**src/rtl/assert_macros.svh**
```systemverilog
// assertion macros shared by the rtl of the stepper speed and phase controller
// expects clk and rst_n in the scope of each use
`ifndef ASSERT_MACROS_SVH
`define ASSERT_MACROS_SVH

`ifndef NO_ASSERTIONS

`define ASSERT_ALWAYS(lbl, expr, msg) \
  lbl: assert property (@(posedge clk) disable iff (!rst_n) (expr)) else $error(msg);

`define ASSERT_IMPLY(lbl, ante, cons, msg) \
  lbl: assert property (@(posedge clk) disable iff (!rst_n) (ante) |-> (cons)) \
    else $error(msg);

`else

`define ASSERT_ALWAYS(lbl, expr, msg)

`define ASSERT_IMPLY(lbl, ante, cons, msg)

`endif

`endif

```
**src/rtl/ssp_pkg.sv**
```systemverilog
// types, constants and lookup tables of the stepper speed and phase controller
// no dependencies
package ssp_pkg;

  localparam int NUM_SPEEDS = 10;
  localparam int NUM_PHASES = 8;

  localparam int SPD_W = 6;
  localparam int SUM_W = SPD_W + 1;
  localparam int MAG_W = 5;
  localparam int PER_W = 8;
  localparam int PH_W  = 3;
  localparam int DRV_W = 4;
  localparam int OUT_SPD_W = 5;

  localparam logic signed [SUM_W-1:0] SPD_MAX = SUM_W'(NUM_SPEEDS);
  localparam logic signed [SUM_W-1:0] SPD_MIN = -SUM_W'(NUM_SPEEDS);
  localparam logic [PH_W-1:0] PH_LAST = PH_W'(NUM_PHASES - 1);

  localparam logic [PER_W-1:0] PERIOD_LUT [16] = '{
    8'd250, 8'd125, 8'd84, 8'd62, 8'd50, 8'd41, 8'd35, 8'd41,
    8'd28, 8'd25, 8'd25, 8'd25, 8'd25, 8'd25, 8'd25, 8'd25
  };

  localparam logic [DRV_W-1:0] PHASE_LUT [8] = '{
    4'h1, 4'h3, 4'h2, 4'h6, 4'h4, 4'hc, 4'h8, 4'h9
  };

  typedef struct packed {
    logic signed [SPD_W-1:0] speed;
    logic [PER_W-1:0]        period;
    logic [PER_W-1:0]        count;
    logic [PH_W-1:0]         phase;
    logic [DRV_W-1:0]        drive;
  } ssp_state_t;

  localparam ssp_state_t RESET_STATE = '{
    speed:  '0,
    period: PERIOD_LUT[0],
    count:  '0,
    phase:  '0,
    drive:  '0
  };

endpackage

```
**src/rtl/stepper_speed_phase_controller.sv**
```systemverilog
// Half-step stepper speed and phase controller. Each input word is a timer tick
// (func 0) or a signed speed change (func 1); every word yields one result word
// with the latched coil pattern, a step flag and the speed after that word.
// Speed saturates at +/-10 and picks the step period from a fixed table; a tick
// at nonzero speed counts up and, on reaching the period, latches the next
// half-step pattern. Throughput is one word per clock while out_stall is low: a
// word is held in the input register, the state update is a single combinational
// pass, and its result is then loaded into the result register.
// Depends on ssp_pkg, ssp_step and assert_macros.svh.
`include "assert_macros.svh"

module stepper_speed_phase_controller (
  input  logic              clk,
  input  logic              rst_n,
  input  logic              in_valid,
  output logic              in_stall,
  input  logic              in_func,
  input  logic signed [5:0] in_delta,
  output logic              out_valid,
  input  logic              out_stall,
  output logic [3:0]        out_drive,
  output logic              out_stepped,
  output logic signed [4:0] out_speed
);
  import ssp_pkg::*;

  logic                   s1_valid_r;
  logic                   s1_func_r;
  logic signed [5:0]      s1_delta_r;
  ssp_state_t             state_r;
  ssp_state_t             state_nxt;
  logic                   stepped_nxt;
  logic                   out_valid_r;
  logic [DRV_W-1:0]       out_drive_r;
  logic                   out_stepped_r;
  logic signed [OUT_SPD_W-1:0] out_speed_r;
  logic                   out_free;
  logic                   s1_adv;

  assign out_free = !out_valid_r || !out_stall;
  assign s1_adv   = s1_valid_r && out_free;
  assign in_stall = s1_valid_r && !out_free;

  ssp_step u_step (
    .func    (s1_func_r),
    .delta   (s1_delta_r),
    .cur     (state_r),
    .nxt     (state_nxt),
    .stepped (stepped_nxt)
  );

  always_ff @(posedge clk) begin
    if (!rst_n) begin
      s1_valid_r <= 1'b0;
    end else if (!in_stall) begin
      s1_valid_r <= in_valid;
    end
  end

  always_ff @(posedge clk) begin
    if (!in_stall && in_valid) begin
      s1_func_r  <= in_func;
      s1_delta_r <= in_delta;
    end
  end

  always_ff @(posedge clk) begin
    if (!rst_n) begin
      state_r     <= RESET_STATE;
      out_valid_r <= 1'b0;
    end else begin
      if (s1_adv) begin
        state_r <= state_nxt;
      end
      if (out_free) begin
        out_valid_r <= s1_valid_r;
      end
    end
  end

  always_ff @(posedge clk) begin
    if (s1_adv) begin
      out_drive_r   <= state_nxt.drive;
      out_stepped_r <= stepped_nxt;
      out_speed_r   <= state_nxt.speed[OUT_SPD_W-1:0];
    end
  end

  assign out_valid   = out_valid_r;
  assign out_drive   = out_drive_r;
  assign out_stepped = out_stepped_r;
  assign out_speed   = out_speed_r;

  // state stays within its legal ranges
  `ASSERT_ALWAYS(a_speed_range, (state_r.speed <= SPD_MAX) && (state_r.speed >= SPD_MIN), "speed out of range")
  `ASSERT_ALWAYS(a_phase_range, state_r.phase <= PH_LAST, "phase index out of range")
  // a step is only reported while the motor is turning
  `ASSERT_IMPLY(a_step_speed, out_valid_r && out_stepped_r, out_speed_r != '0, "step at zero speed")

endmodule

```
**src/rtl/ssp_step.sv**
```systemverilog
// next-state logic for one word: speed adjustment or timer tick
// depends on ssp_pkg
module ssp_step (
  input  logic                    func,
  input  logic signed [5:0]       delta,
  input  ssp_pkg::ssp_state_t     cur,
  output ssp_pkg::ssp_state_t     nxt,
  output logic                    stepped
);
  import ssp_pkg::*;

  logic signed [SUM_W-1:0] sum;
  logic signed [SUM_W-1:0] sat;
  logic signed [SUM_W-1:0] neg;
  logic [MAG_W-1:0]        mag;
  logic [PER_W-1:0]        cnt_inc;

  always_comb begin
    nxt     = cur;
    stepped = 1'b0;
    sum     = {cur.speed[SPD_W-1], cur.speed} + {delta[5], delta};
    if (sum > SPD_MAX) begin
      sat = SPD_MAX;
    end else if (sum < SPD_MIN) begin
      sat = SPD_MIN;
    end else begin
      sat = sum;
    end
    neg     = -sat;
    mag     = sat[SUM_W-1] ? neg[MAG_W-1:0] : sat[MAG_W-1:0];
    cnt_inc = cur.count + 8'd1;
    if (func) begin
      nxt.speed = sat[SPD_W-1:0];
      if (mag == '0) begin
        nxt.period = '0;
      end else begin
        nxt.period = PERIOD_LUT[4'(mag - 5'd1)];
      end
    end else if (cur.speed != '0) begin
      nxt.count = cnt_inc;
      if (cnt_inc >= cur.period) begin
        nxt.drive = PHASE_LUT[cur.phase];
        nxt.count = '0;
        stepped   = 1'b1;
        if (!cur.speed[SPD_W-1]) begin
          nxt.phase = (cur.phase == PH_LAST) ? '0 : cur.phase + 3'd1;
        end else begin
          nxt.phase = (cur.phase == '0) ? PH_LAST : cur.phase - 3'd1;
        end
      end
    end
  end

endmodule
```
**config.mk**
```make
export PLATFORM = sky130hd
export DESIGN_NAME = stepper_speed_phase_controller
export DESIGN_NICKNAME = d
export VERILOG_FILES = /design/src/rtl/ssp_pkg.sv /design/src/rtl/stepper_speed_phase_controller.sv /design/src/rtl/ssp_step.sv
export VERILOG_INCLUDE_DIRS = /design/src /design/src/rtl
export SDC_FILE = /design/constraint.sdc
export NUM_CORES = 1
export LEC_CHECK = 0
export BUFFER_PORTS_ARGS = -buffer_cell sky130_fd_sc_hd__buf_2
export CAP_MARGIN = 10
export CORE_MARGIN = 5
export CORE_UTILIZATION = 55
export CTS_CLUSTER_DIAMETER = 120
export DETAILED_ROUTE_END_ITERATION = 16
export GPL_TIMING_DRIVEN = 0
export HOLD_SLACK_MARGIN = 0.02
export PLACE_DENSITY = 0.83
export SYNTH_ARGS = -nofsm -noshare
export SYNTH_HDL_FRONTEND = slang
export SYNTH_SLANG_ARGS = --single-unit
```
**constraint.sdc**
```tcl
create_clock -name clk -period 3.79 [get_ports clk]
set_clock_uncertainty 0.15 [all_clocks]
set_input_delay 0.5685 -clock clk [delete_from_list [all_inputs] [get_ports clk]]
set_output_delay 0.5685 -clock clk [all_outputs]
set_load 0.01 [all_outputs]
```
==> results of run 1 <==
[power breakdown]
group | leakage, nW | switching, W | internal, W | total (W)
Combinational | 1.15 | 0.000223 | 0.000207 | 0.000429
Sequential | 0.418 | 0.0000124 | 0.000553 | 0.000566
Clock | 0.0434 | 0.000178 | 0.000148 | 0.000326
Total | 1.61 | 0.000413 | 0.000908 | 0.00132
[kinds of logic after synthesis]
family / synth area share
AOI/OAI and AO/OA: 0.2088
xor gates and xnor gates: 0.04685
and+or+nand+nor: 0.1801
muxes: 0.03796
adders and majority gates: 0.1155
DFF: 0.3651
buffers and inverters: 0.04564
[placed cells by master (no fill, tap or decap), drive strengths merged, types with 5 or more instances in the layout]
master   n
buf     55
nand2   31
dfxtp   31
ha      27
nor2    26
inv     24
o21ai   22
a21oi   21
edfxtp  17
clkbuf  16
nand3   15
nand2b   9
xnor2    9
mux2     6
a21o     5
mux2i    5
xor2     5
o221ai   5
a211oi   5
and2     5
[worst max-delay path: stages, from the launching register on]
cell and delay, ns:
edfxtp_1 0.39, ha_4 0.15, inv_2 0.04, fa_2 0.34
nand2b_4 0.18, a211oi_4 0.32, o31a_1 0.26, buf_4 0.14
o21ai_2 0.04, o22ai_1 0.14, and2_4 0.18, ha_4 0.20
o22ai_4 0.25, buf_6 0.15, inv_4 0.04, nor3_4 0.20
xnor2_2 0.13, or2_4 0.30, o311ai_4 0.21
[sequential cells by signal, summed over array words and instances (netlist names)]
| signal | cells |
|---|---|
| out_drive | 4 |
| out_speed | 5 |
| out_stepped | 1 |
| out_valid | 1 |
| s1_delta_r | 6 |
| s1_func_r | 1 |
| s1_valid_r | 1 |
| state_r | 29 |
[timing repair]
action / CTS / global route
resized for setup: 12 / 25
hold buffers: 0 / 0
pin swaps: 18 / 22
buffers inserted: 22 / 10
endpoints found under the setup margin: 8 / 8
gates cloned: 0 / 0
[layout make-up]
cell class / count / area [um2]
Sequential cell: 48 / 1137
Buffer: 12 / 47.55
Tap cell: 72 / 90.09
Inverter: 25 / 96.34
Clock inverter: 2 / 15.01
Timing Repair Buffer: 53 / 369.1
Fill cell: 389 / 1618
Multi-Input combinational cell: 252 / 2051
Clock buffer: 6 / 82.58
[Yosys cell counts (4+ instances only)]
library cell	number	area share
xnor2_1	7	0.020
inv_1	22	0.027
mux2i_1	5	0.016
mux2_2	6	0.022
dfxtp_1	31	0.20
a21oi_1	21	0.034
nor2_1	25	0.030
clkbuf_1	10	0.012
nand2b_1	9	0.018
nand2_1	31	0.038
o21ai_0	19	0.031
edfxtp_1	17	0.16
o221ai_1	4	0.011
xor2_1	4	0.011
a21o_1	5	0.012
ha_1	27	0.11
nand3_1	15	0.024
[routing by layer]
metal,track usage,vias up
met3,0.03010,13
met2,0.3581,53
met1,0.2539,1340
met5,0,-
met4,0.03741,0
li1,-,1329
[through the flow]
stage | setup TNS, ns | hold slack [ns] | std cells
after global routing | -1.787 | 0.2737 | 470
after global placement | -2.566 | 0.2982 | 430
final | -0.3729 | 0.2845 | 470
after detailed placement | -3.135 | 0.3113 | 430
after floorplan | -0.1341 | 0.2881 | 337
after CTS | -0.009223 | 0.2799 | 460
[worst min-delay path by stage]
stage / to / slack, ns / depth (start not counted)
CTS: s1_func_r$_DFFE_PP_ / 0.28 / 1
detailed placement: state_r[1]$_SDFFE_PN0P_ / 0.31 / 2
global placement: state_r[1]$_SDFFE_PN0P_ / 0.30 / 2
global route: s1_delta_r[2]$_DFFE_PP_ / 0.27 / 1
floorplan: state_r[0]$_SDFFE_PN0P_ / 0.29 / 2
finish: s1_func_r$_DFFE_PP_ / 0.28 / 1
==> metrics.md, run 1 <==
| Metric | Value |
|---|---|
| Leak | 1.611 nW |
| Register bit total from synthesis | 48 |
| Avg Inst Size Synth | 9.193 um2 |
| FF-to-FF path depth | 18 |
| Final wirelength | 7347 um |
| Area Growth Syn to Fin | 25.53% |
| Worst-path fanout max | 4 |
| Tightest Pin Transition | 0.8433 ns |
| Post-DP HPWL | 4969 um |
| Worst Setup Start Kind | flip-flop |
| Mapped Cells | 337 |
| Met2 WL post-DR | 3824 um |
| WL met1 | 3196 um |
| CTS Buffer Depth | 2 |
| GPL Wtd Cong | 0.8398 |
| Total number of yosys warnings | 0 |
| Clock latency on the worst-skew pair | 0.31 ns |
| Setup ws final | -0.1023 ns |
| DP Area | 0.003357 mm2 |
| Fin crit share | 1.027 |
| Post-Syn Area | 0.003098 mm2 |
| Initial antenna violation count | 0 |
| Max cap viols | 0 |
| Vias/cell | 5.819 |
| R2r startpoint | s1_delta_r[0]$_DFFE_PP_ |
| Top layer in use | met4 |
| R2R Path End | state_r[21]$_SDFFE_PN1P_ |
| Min Tclk post-route | 3.892 ns |
| Unique masters post-synth | 67 |
| Total CTS buffers | 5 |
| Detail Route Antenna Nets | 0 |
| Setup Crit Path Kind | reg2reg |
| Die Area | 0.007234 mm2 |
| Met3 wire len | 251 um |
| H-tree Lvls | 2 |
| Final Hold Viols | 0 |
| Relative slew slack | 0.4375 |
| Layout cells sized above 1 | 0.3090 |
| Residual DRC count | 0 |
| Power, Total | 0.001321 W |
| CP Launch Point | s1_delta_r[0]$_DFFE_PP_ |
| Max Slew Vio Count | 0 |
| Fraction of the yosys area taken by sequential cells | 0.3651 |
| CP Data Arrival Time | 3.96 ns |
| Grt ovf | 0 |
| Die width | 85.05 um |
| Post-Place Setup Slack | -0.5087 ns |
| Avg WL per Cell | 15.63 um |
| Status | complete, but fails checks |
| Layout Nets | 436 |
| Total track usage | 0.1993 |
| Worst path required time | 3.86 ns |
| RSZ-0062 raised after global routing | yes |
| Number of global-route vias before repair | 2657 |
| R2r setup slk | -0.10 ns |
| Hold Path Class | in2reg |
| CTS Root Buffer Type | clkbuf_8 |
| Final setup viols | 8 |
| Worst Setup End Kind | flip-flop |
| Util after Layout | 0.7062 |
| Num rows | 27 |
| Failing checks | setup timing |
| Worst vdd ir | 0.0002250 V |
| Largest net degree at the start of global routing | 16 |
| Number of synthesized flops with an enable pin | 17 |
| Clock Sinks | 48 |
| Ports | 23 |
| Vias | 2735 |
| Core area | 0.005507 mm2 |
| DRT Pass-1 Iters | 4 |
| Synth async-reset ratio | 0 |
| Syn_nets | 376 |
| DR iter-0 viols | 129 |
| Top_reg_cell synth | dfxtp_1 |
| IO buf count | 21 |
| Starting Density | 0.5626 |
| F_max | 256.9 MHz |
| Ant diodes | 0 |
| Clock slew at reported path FFs | 0.09 ns |
| Die Ht | 85.05 um |
| Final instance area | 0.003889 mm2 |
| First-pass GRT wire length | 11970 um |
| PwrDens | 339.7 mW/mm2 |
| Hold path start | in_func |
| Worst Setup EP | state_r[21]$_SDFFE_PN1P_ |
| CTS tree | done |
Power figures use the tool's default switching activity.
==> inputs of run 2 (changes only) <==
--- a/config.mk
+++ b/config.mk
@@ -14,7 +14,7 @@
 export DETAILED_ROUTE_END_ITERATION = 16
 export GPL_TIMING_DRIVEN = 0
 export HOLD_SLACK_MARGIN = 0.02
-export PLACE_DENSITY = 0.83
+export PLACE_DENSITY = 0.77
 export SYNTH_ARGS = -nofsm -noshare
 export SYNTH_HDL_FRONTEND = slang
 export SYNTH_SLANG_ARGS = --single-unit
==> run 2 against run 1 <==
  * The run now ends clean
  * First-iteration DRC count shrank 16%
  * Register-to-register slack improved by 0.12 ns
  * Sequential cell count unchanged
  * Power down 6.0%
  * Die area is the same
  * Worst setup slack gained 0.12 ns
  * Cell count down 3.4%
  * Critical path type unchanged
==> metrics.md, run 2 (synthesis gave the netlist of run 1 again) <==
| Metric | Value |
|---|---|
| Status | finished, final reports clean |
| DP Area | 0.003357 mm2 |
| Internal power | 0.0008754 W |
| Tightest Pin Transition | 0.8392 ns |
| Initial antenna violation count | 0 |
| Worst Setup End Kind | flip-flop |
| Clock Sinks | 48 |
| Commonest non-fill, non-tap cells in the layout | nand2_1 (31), dfxtp_1 (28), nor2_1 (23), buf_2 (23), ha_1 (23) |
| Setup ws final | 0.02183 ns |
| R2R Path End | state_r[21]$_SDFFE_PN1P_ |
| R2r startpoint | s1_delta_r[0]$_DFFE_PP_ |
| IO buf count | 21 |
| PwrDens | 337.7 mW/mm2 |
| Max cap viols | 0 |
| Hold Path Class | in2reg |
| Worst Setup Start Kind | flip-flop |
| Final setup viols | 0 |
| Ant diodes | 0 |
| Clock slew at reported path FFs | 0.08 ns |
| Setup Crit Path Kind | reg2reg |
| Post-DP HPWL | 5026 um |
| Die Area | 0.007234 mm2 |
| CTS Root Buffer Type | clkbuf_8 |
| Vias/cell | 5.795 |
| Total track usage | 0.1996 |
| Number of global-route vias before repair | 2596 |
| Layout Nets | 420 |
| GPL Wtd Cong | 0.8694 |
| # hold bufs at CTS | 0 |
| CP Data Arrival Time | 3.83 ns |
| Hold Crit Depth | 1 |
| Switch Pwr | 0.0003665 W |
| Post-Place Setup Slack | -0.5318 ns |
| H-tree Lvls | 2 |
| Hold path start | in_delta[2] |
| Min Tclk post-route | 3.768 ns |
| Combinational share of power | 0.276 |
| Register area | 0.001137 mm2 |
| DR iter-0 viols | 109 |
| Setup TNS | 0 ns |
| Ports | 23 |
| Clock share of power | 0.269 |
| Final wirelength | 6927 um |
| WHS Endpoint | s1_delta_r[2]$_DFFE_PP_ |
| Clock latency on the worst-skew pair | 0.30 ns |
| Max FFs per register | 29 |
| Total CTS buffers | 5 |
| First-pass GRT wire length | 11930 um |
| Register with the most flip-flops | state_r |
| CTS Buffer Depth | 2 |
| F_max | 265.4 MHz |
| Leak | 1.537 nW |
| Vias | 2631 |
| Commonest non-fill, non-tap cell in the layout | nand2_1 |
| Die width | 85.05 um |
| Avg WL per Cell | 15.26 um |
| Die Ht | 85.05 um |
| CTS tree | done |
| Grt ovf | 0 |
| Core area | 0.005507 mm2 |
| Max Slew Vio Count | 0 |
| Util after Layout | 0.6678 |
| Power, Total | 0.001242 W |
| Layout cells sized above 1 | 0.2539 |
| Area Growth Syn to Fin | 18.70% |
| Detail Route Antenna Nets | 0 |
| Starting Density | 0.5626 |
| Final instance area | 0.003677 mm2 |
| Largest net degree at the start of global routing | 15 |
| Worst-path fanout max | 5 |
| Worst path required time | 3.85 ns |
| Multi-input logic area | 0.001966 mm2 |
| Net Sw Frac | 0.2951 |
| Fillers | 437 |
| Sequential share of power | 0.455 |
| Num rows | 27 |
| Relative slew slack | 0.4402 |
| FF-to-FF path depth | 16 |
| RSZ-0062 raised after global routing | yes |
| Residual DRC count | 0 |
| DRT Pass-1 Iters | 4 |
| R2r setup slk | 0.02 ns |
| Worst vdd ir | 0.0003761 V |
| Final Hold Viols | 0 |
| Fin crit share | 0.9942 |
-- run 2: area by class of cell --
cell class,count,share of cell area
well taps,72,0.02450
plain buffers,11,0.01191
inverters,25,0.02552
multi-input cells,252,0.5345
flip-flops and latches,48,0.3093
repair buffers,38,0.06635
clock buffers,7,0.02654
clock inverters,1,0.001361
-- run 2: worst max-delay path, stage by stage, from the launching register on --
cell and delay [ns]:
edfxtp_1 0.38, ha_4 0.14, inv_2 0.03, fa_2 0.37
nand2b_4 0.19, a211oi_4 0.28, o31a_1 0.23, o211ai_1 0.12
o22a_2 0.29, ha_4 0.16, or3_4 0.33, a31oi_4 0.15
buf_6 0.15, nor3_4 0.05, xnor2_2 0.16, or2_4 0.28
o311ai_2 0.20
-- run 2: power groups by stage --
stage	combinational [W]	sequential [W]	clock, W
2_1_floorplan	0.000215	0.000577	0
3_3_place_gp	0.000268	0.000577	0
3_5_place_dp	0.000276	0.000577	0
4_1_cts	0.000321	0.000565	0.000343
5_1_grt	0.000377	0.000567	0.000364
6_report	0.000343	0.000565	0.000334
-- run 2: worst max-delay path by stage --
stage                                        from                  endpoint  slack, ns
final                     s1_delta_r[0]$_DFFE_PP_  state_r[21]$_SDFFE_PN1P_       0.02
after global routing      s1_delta_r[0]$_DFFE_PP_  state_r[21]$_SDFFE_PN1P_      -0.19
after CTS                 s1_delta_r[0]$_DFFE_PP_  state_r[21]$_SDFFE_PN1P_       0.01
after detailed placement  s1_delta_r[0]$_DFFE_PP_  state_r[15]$_SDFFE_PN0P_      -0.53
after global placement    s1_delta_r[0]$_DFFE_PP_  state_r[15]$_SDFFE_PN0P_      -0.42
after floorplan           s1_delta_r[0]$_DFFE_PP_  state_r[15]$_SDFFE_PN0P_      -0.07
-- run 2: repair_timing --
action,CTS,global route
endpoints found under the setup margin,8,12
pin swaps,17,13
setup buffers,15,2
gates resized for setup,12,10
-- run 2: routing by layer --
metal  part of all wire  vias to the layer above  GRT usage
met5                  0                        -          0
met2               0.50                       77     0.3468
li1                   -                     1292          -
met1               0.43                     1252     0.2611
met3              0.054                       10    0.03010
met4             0.0098                        0    0.04604
-- run 2: stage by stage --
| stage | cells | hold slack (ns) |
|---|---|---|
| 6_report | 454 | 0.2970 |
| 5_1_grt | 454 | 0.2913 |
| 4_1_cts | 453 | 0.2910 |
| 3_5_place_dp | 430 | 0.3140 |
| 3_3_place_gp | 430 | 0.2982 |
| 2_1_floorplan | 337 | 0.2881 |
==> inputs of run 3 (changes only) <==
--- a/config.mk
+++ b/config.mk
@@ -9,12 +9,12 @@
 export BUFFER_PORTS_ARGS = -buffer_cell sky130_fd_sc_hd__buf_2
 export CAP_MARGIN = 10
 export CORE_MARGIN = 5
-export CORE_UTILIZATION = 55
+export CORE_UTILIZATION = 60
 export CTS_CLUSTER_DIAMETER = 120
 export DETAILED_ROUTE_END_ITERATION = 16
 export GPL_TIMING_DRIVEN = 0
 export HOLD_SLACK_MARGIN = 0.02
-export PLACE_DENSITY = 0.77
+export PLACE_DENSITY = 0.8
 export SYNTH_ARGS = -nofsm -noshare
 export SYNTH_HDL_FRONTEND = slang
 export SYNTH_SLANG_ARGS = --single-unit
==> constraint.sdc (replaced) <==
create_clock -name clk -period 3.85 [get_ports clk]
set_clock_uncertainty 0.15 [all_clocks]
set_input_delay 0.385 -clock clk [delete_from_list [all_inputs] [get_ports clk]]
set_output_delay 0.385 -clock clk [all_outputs]
set_load 0.01 [all_outputs]
==> run 3 against run 2 <==
  * Sequential share of layout area shrank 0.93 points
  * Hold slack lost 0.21 ns
  * Cell count increased by 2.0%
  * Largest power group unchanged
  * Via count rose by 1.5%
  * The flow now finishes with violations (setup timing)
  * Clock-buffer cell count down 1
  * Critical path depth grew 3
  * Sequential power shrank 1%
  * First-iteration DRC count grew 13%
  * Core utilization up 7.7 points
  * Routed wire length increased by 6.3%
==> metrics.md, run 3 (synthesis gave the netlist of run 1 again) <==
| Metric | Value |
|---|---|
| Status | complete, but fails checks |
| Failing checks | setup timing |
| Commonest non-fill, non-tap cell in the layout | nand2_1 |
| Ports | 23 |
| Clock Sinks | 48 |
| CTS tree | done |
| Final instance area | 0.003779 mm2 |
| Switch Pwr | 0.0003987 W |
| Hold Path Class | in2reg |
| CP max stage delay | 0.37 ns |
| RSZ-0062 raised after global routing | yes |
| Avg WL per Cell | 15.90 um |
| FF-to-FF path depth | 19 |
| Worst Setup Start Kind | flip-flop |
| Buf+Inv Stages, Crit Path | 4 |
| Starting Density | 0.6105 |
| R2R Path End | state_r[16]$_SDFFE_PN1P_ |
| Layout Nets | 431 |
| F_max | 251.9 MHz |
| Final Hold Viols | 0 |
| GPL Wtd Cong | 0.8853 |
| Max cap viols | 0 |
| Post-DP HPWL | 4898 um |
| Commonest non-fill, non-tap cells in the layout | nand2_1 (31), dfxtp_1 (29), nor2_1 (24), buf_4 (24) |
| IO buf count | 21 |
| CTS Buffer Depth | 2 |
| Worst path required time | 3.87 ns |
| R2r setup slk | -0.12 ns |
| Register with the most flip-flops | state_r |
| Clock slew at reported path FFs | 0.10 ns |
| Vias/cell | 5.767 |
| Ant diodes | 0 |
| Max FFs per register | 29 |
| Max Slew Vio Count | 0 |
| Number of global-route vias before repair | 2540 |
| Residual DRC count | 0 |
| Combinational share of power | 0.294 |
| Fin crit share | 1.031 |
| DR iter-0 viols | 123 |
| Layout cells sized above 1 | 0.2774 |
| Sequential share of power | 0.431 |
| Final setup viols | 8 |
| Total track usage | 0.2268 |
| Detail Route Antenna Nets | 0 |
| Clock share of power | 0.275 |
| Die Ht | 81.86 um |
| Vias | 2670 |
| DP Area | 0.003312 mm2 |
| Largest net degree at the start of global routing | 17 |
| DRT Pass-1 Iters | 4 |
| Die Area | 0.006700 mm2 |
| Net Sw Frac | 0.3084 |
| Setup Crit Path Kind | reg2reg |
| First-pass GRT wire length | 11750 um |
| Hold path start | in_delta[0] |
| Leak | 1.575 nW |
| Setup ws final | -0.1202 ns |
| Die width | 81.86 um |
| Clock latency on the worst-skew pair | 0.31 ns |
| Num rows | 26 |
| CP top delay family | simple AND/OR/NAND/NOR gates |
| Total CTS buffers | 5 |
| Most used cell, CP | ha_4 |
| Internal power | 0.0008943 W |
| Max stage delay cell, worst path | edfxtp_1 |
| Grt ovf | 0 |
| PwrDens | 342.2 mW/mm2 |
| Post-Place Setup Slack | -0.5451 ns |
| Area Growth Syn to Fin | 21.97% |
| Worst Setup End Kind | flip-flop |
| Worst-path fanout max | 7 |
| H-tree Lvls | 2 |
| CTS Root Buffer Type | clkbuf_8 |
| Relative slew slack | 0.4402 |
| Initial antenna violation count | 0 |
| Crit-path cells | ha_2, inv_2, fa_2, buf_4, and2b_1, o21ai_1, nor4b_2, nor3_2, o22ai_1, and2_4, ha_4, o22ai_4, buf_6, ha_4, buf_12, xnor2_4, nor2_1, a21oi_1, o221ai_2 |
| WHS Endpoint | s1_delta_r[0]$_DFFE_PP_ |
| CP Data Arrival Time | 3.99 ns |
| Tightest Pin Transition | 0.8392 ns |
| R2r startpoint | s1_delta_r[0]$_DFFE_PP_ |
| # hold bufs at CTS | 0 |
| Hold Crit Depth | 1 |
| Core area | 0.005075 mm2 |
| Min Tclk post-route | 3.970 ns |
| Final wirelength | 7360 um |
| Worst vdd ir | 0.0003184 V |
[run 3: cell types whose count changed in the layout (fill, tap and decap cells not counted), moves of 2 or more]
cell / before / now
o221ai_1: 4 / 1
o21ai_1: 2 / 4
o21ai_0: 19 / 17
o221ai_2: 1 / 4
clkinv_4: 0 / 2
buf_4: 14 / 24
[run 3: area by class of cell]
class,count,area (um2)
inverters,25,93.84
clock buffers,6,93.84
fillers,363,1296
multi-input cells,252,1977
plain buffers,12,47.55
clock inverters,2,17.52
flip-flops and latches,48,1134
repair buffers,48,327.8
well taps,70,87.58
[run 3: how the worst max path moves through the flow]
stage / to / slack [ns] / start / depth (start not counted)
after global routing: state_r[15]$_SDFFE_PN0P_ / -0.34 / s1_delta_r[0]$_DFFE_PP_ / 18
after CTS: state_r[21]$_SDFFE_PN1P_ / 0.04 / s1_delta_r[0]$_DFFE_PP_ / 16
after floorplan: state_r[21]$_SDFFE_PN1P_ / -0.02 / state_r[23]$_SDFFE_PN0P_ / 15
after global placement: state_r[15]$_SDFFE_PN0P_ / -0.48 / s1_delta_r[0]$_DFFE_PP_ / 16
after detailed placement: state_r[15]$_SDFFE_PN0P_ / -0.55 / s1_delta_r[3]$_DFFE_PP_ / 15
final: state_r[16]$_SDFFE_PN1P_ / -0.12 / s1_delta_r[0]$_DFFE_PP_ / 19
[run 3: layer usage]
layer / vias to the layer above / track usage / share of wire
met5: - / 0 / 0
met4: 0 / 0.06478 / 0.015
met3: 15 / 0.04605 / 0.043
met2: 67 / 0.3901 / 0.51
met1: 1266 / 0.2870 / 0.43
li1: 1322 / - / -
[run 3: through the flow]
step / utilization / hold WS (ns) / power, W / std cells / TNS, ns
floorplan: - / 0.2881 / 0.0007720 / 337 / -0.03882
global placement: 0.6526 / 0.2989 / 0.0008208 / 428 / -2.941
detailed placement: 0.6526 / 0.3177 / 0.0008282 / 428 / -3.606
CTS: 0.7113 / 0.09040 / 0.001224 / 452 / 0
global route: 0.7446 / 0.08165 / 0.001352 / 463 / -2.213
finish: 0.7446 / 0.08805 / 0.001293 / 463 / -0.6934
[run 3: power groups by stage]
stage	sequential [W]	combinational [W]	clock (W)
final	0.000557	0.000381	0.000356
after global routing	0.000559	0.000414	0.000379
after CTS	0.000556	0.000311	0.000357
after detailed placement	0.000568	0.000260	0
after global placement	0.000567	0.000254	0
after floorplan	0.000567	0.000205	0
[run 3: what timing repair did]
action | 4_1_cts | 5_1_grt
setup buffers | 16 | 11
gates resized for setup | 16 | 13
pin swaps | 15 | 19
endpoints found under the setup margin | 8 | 12
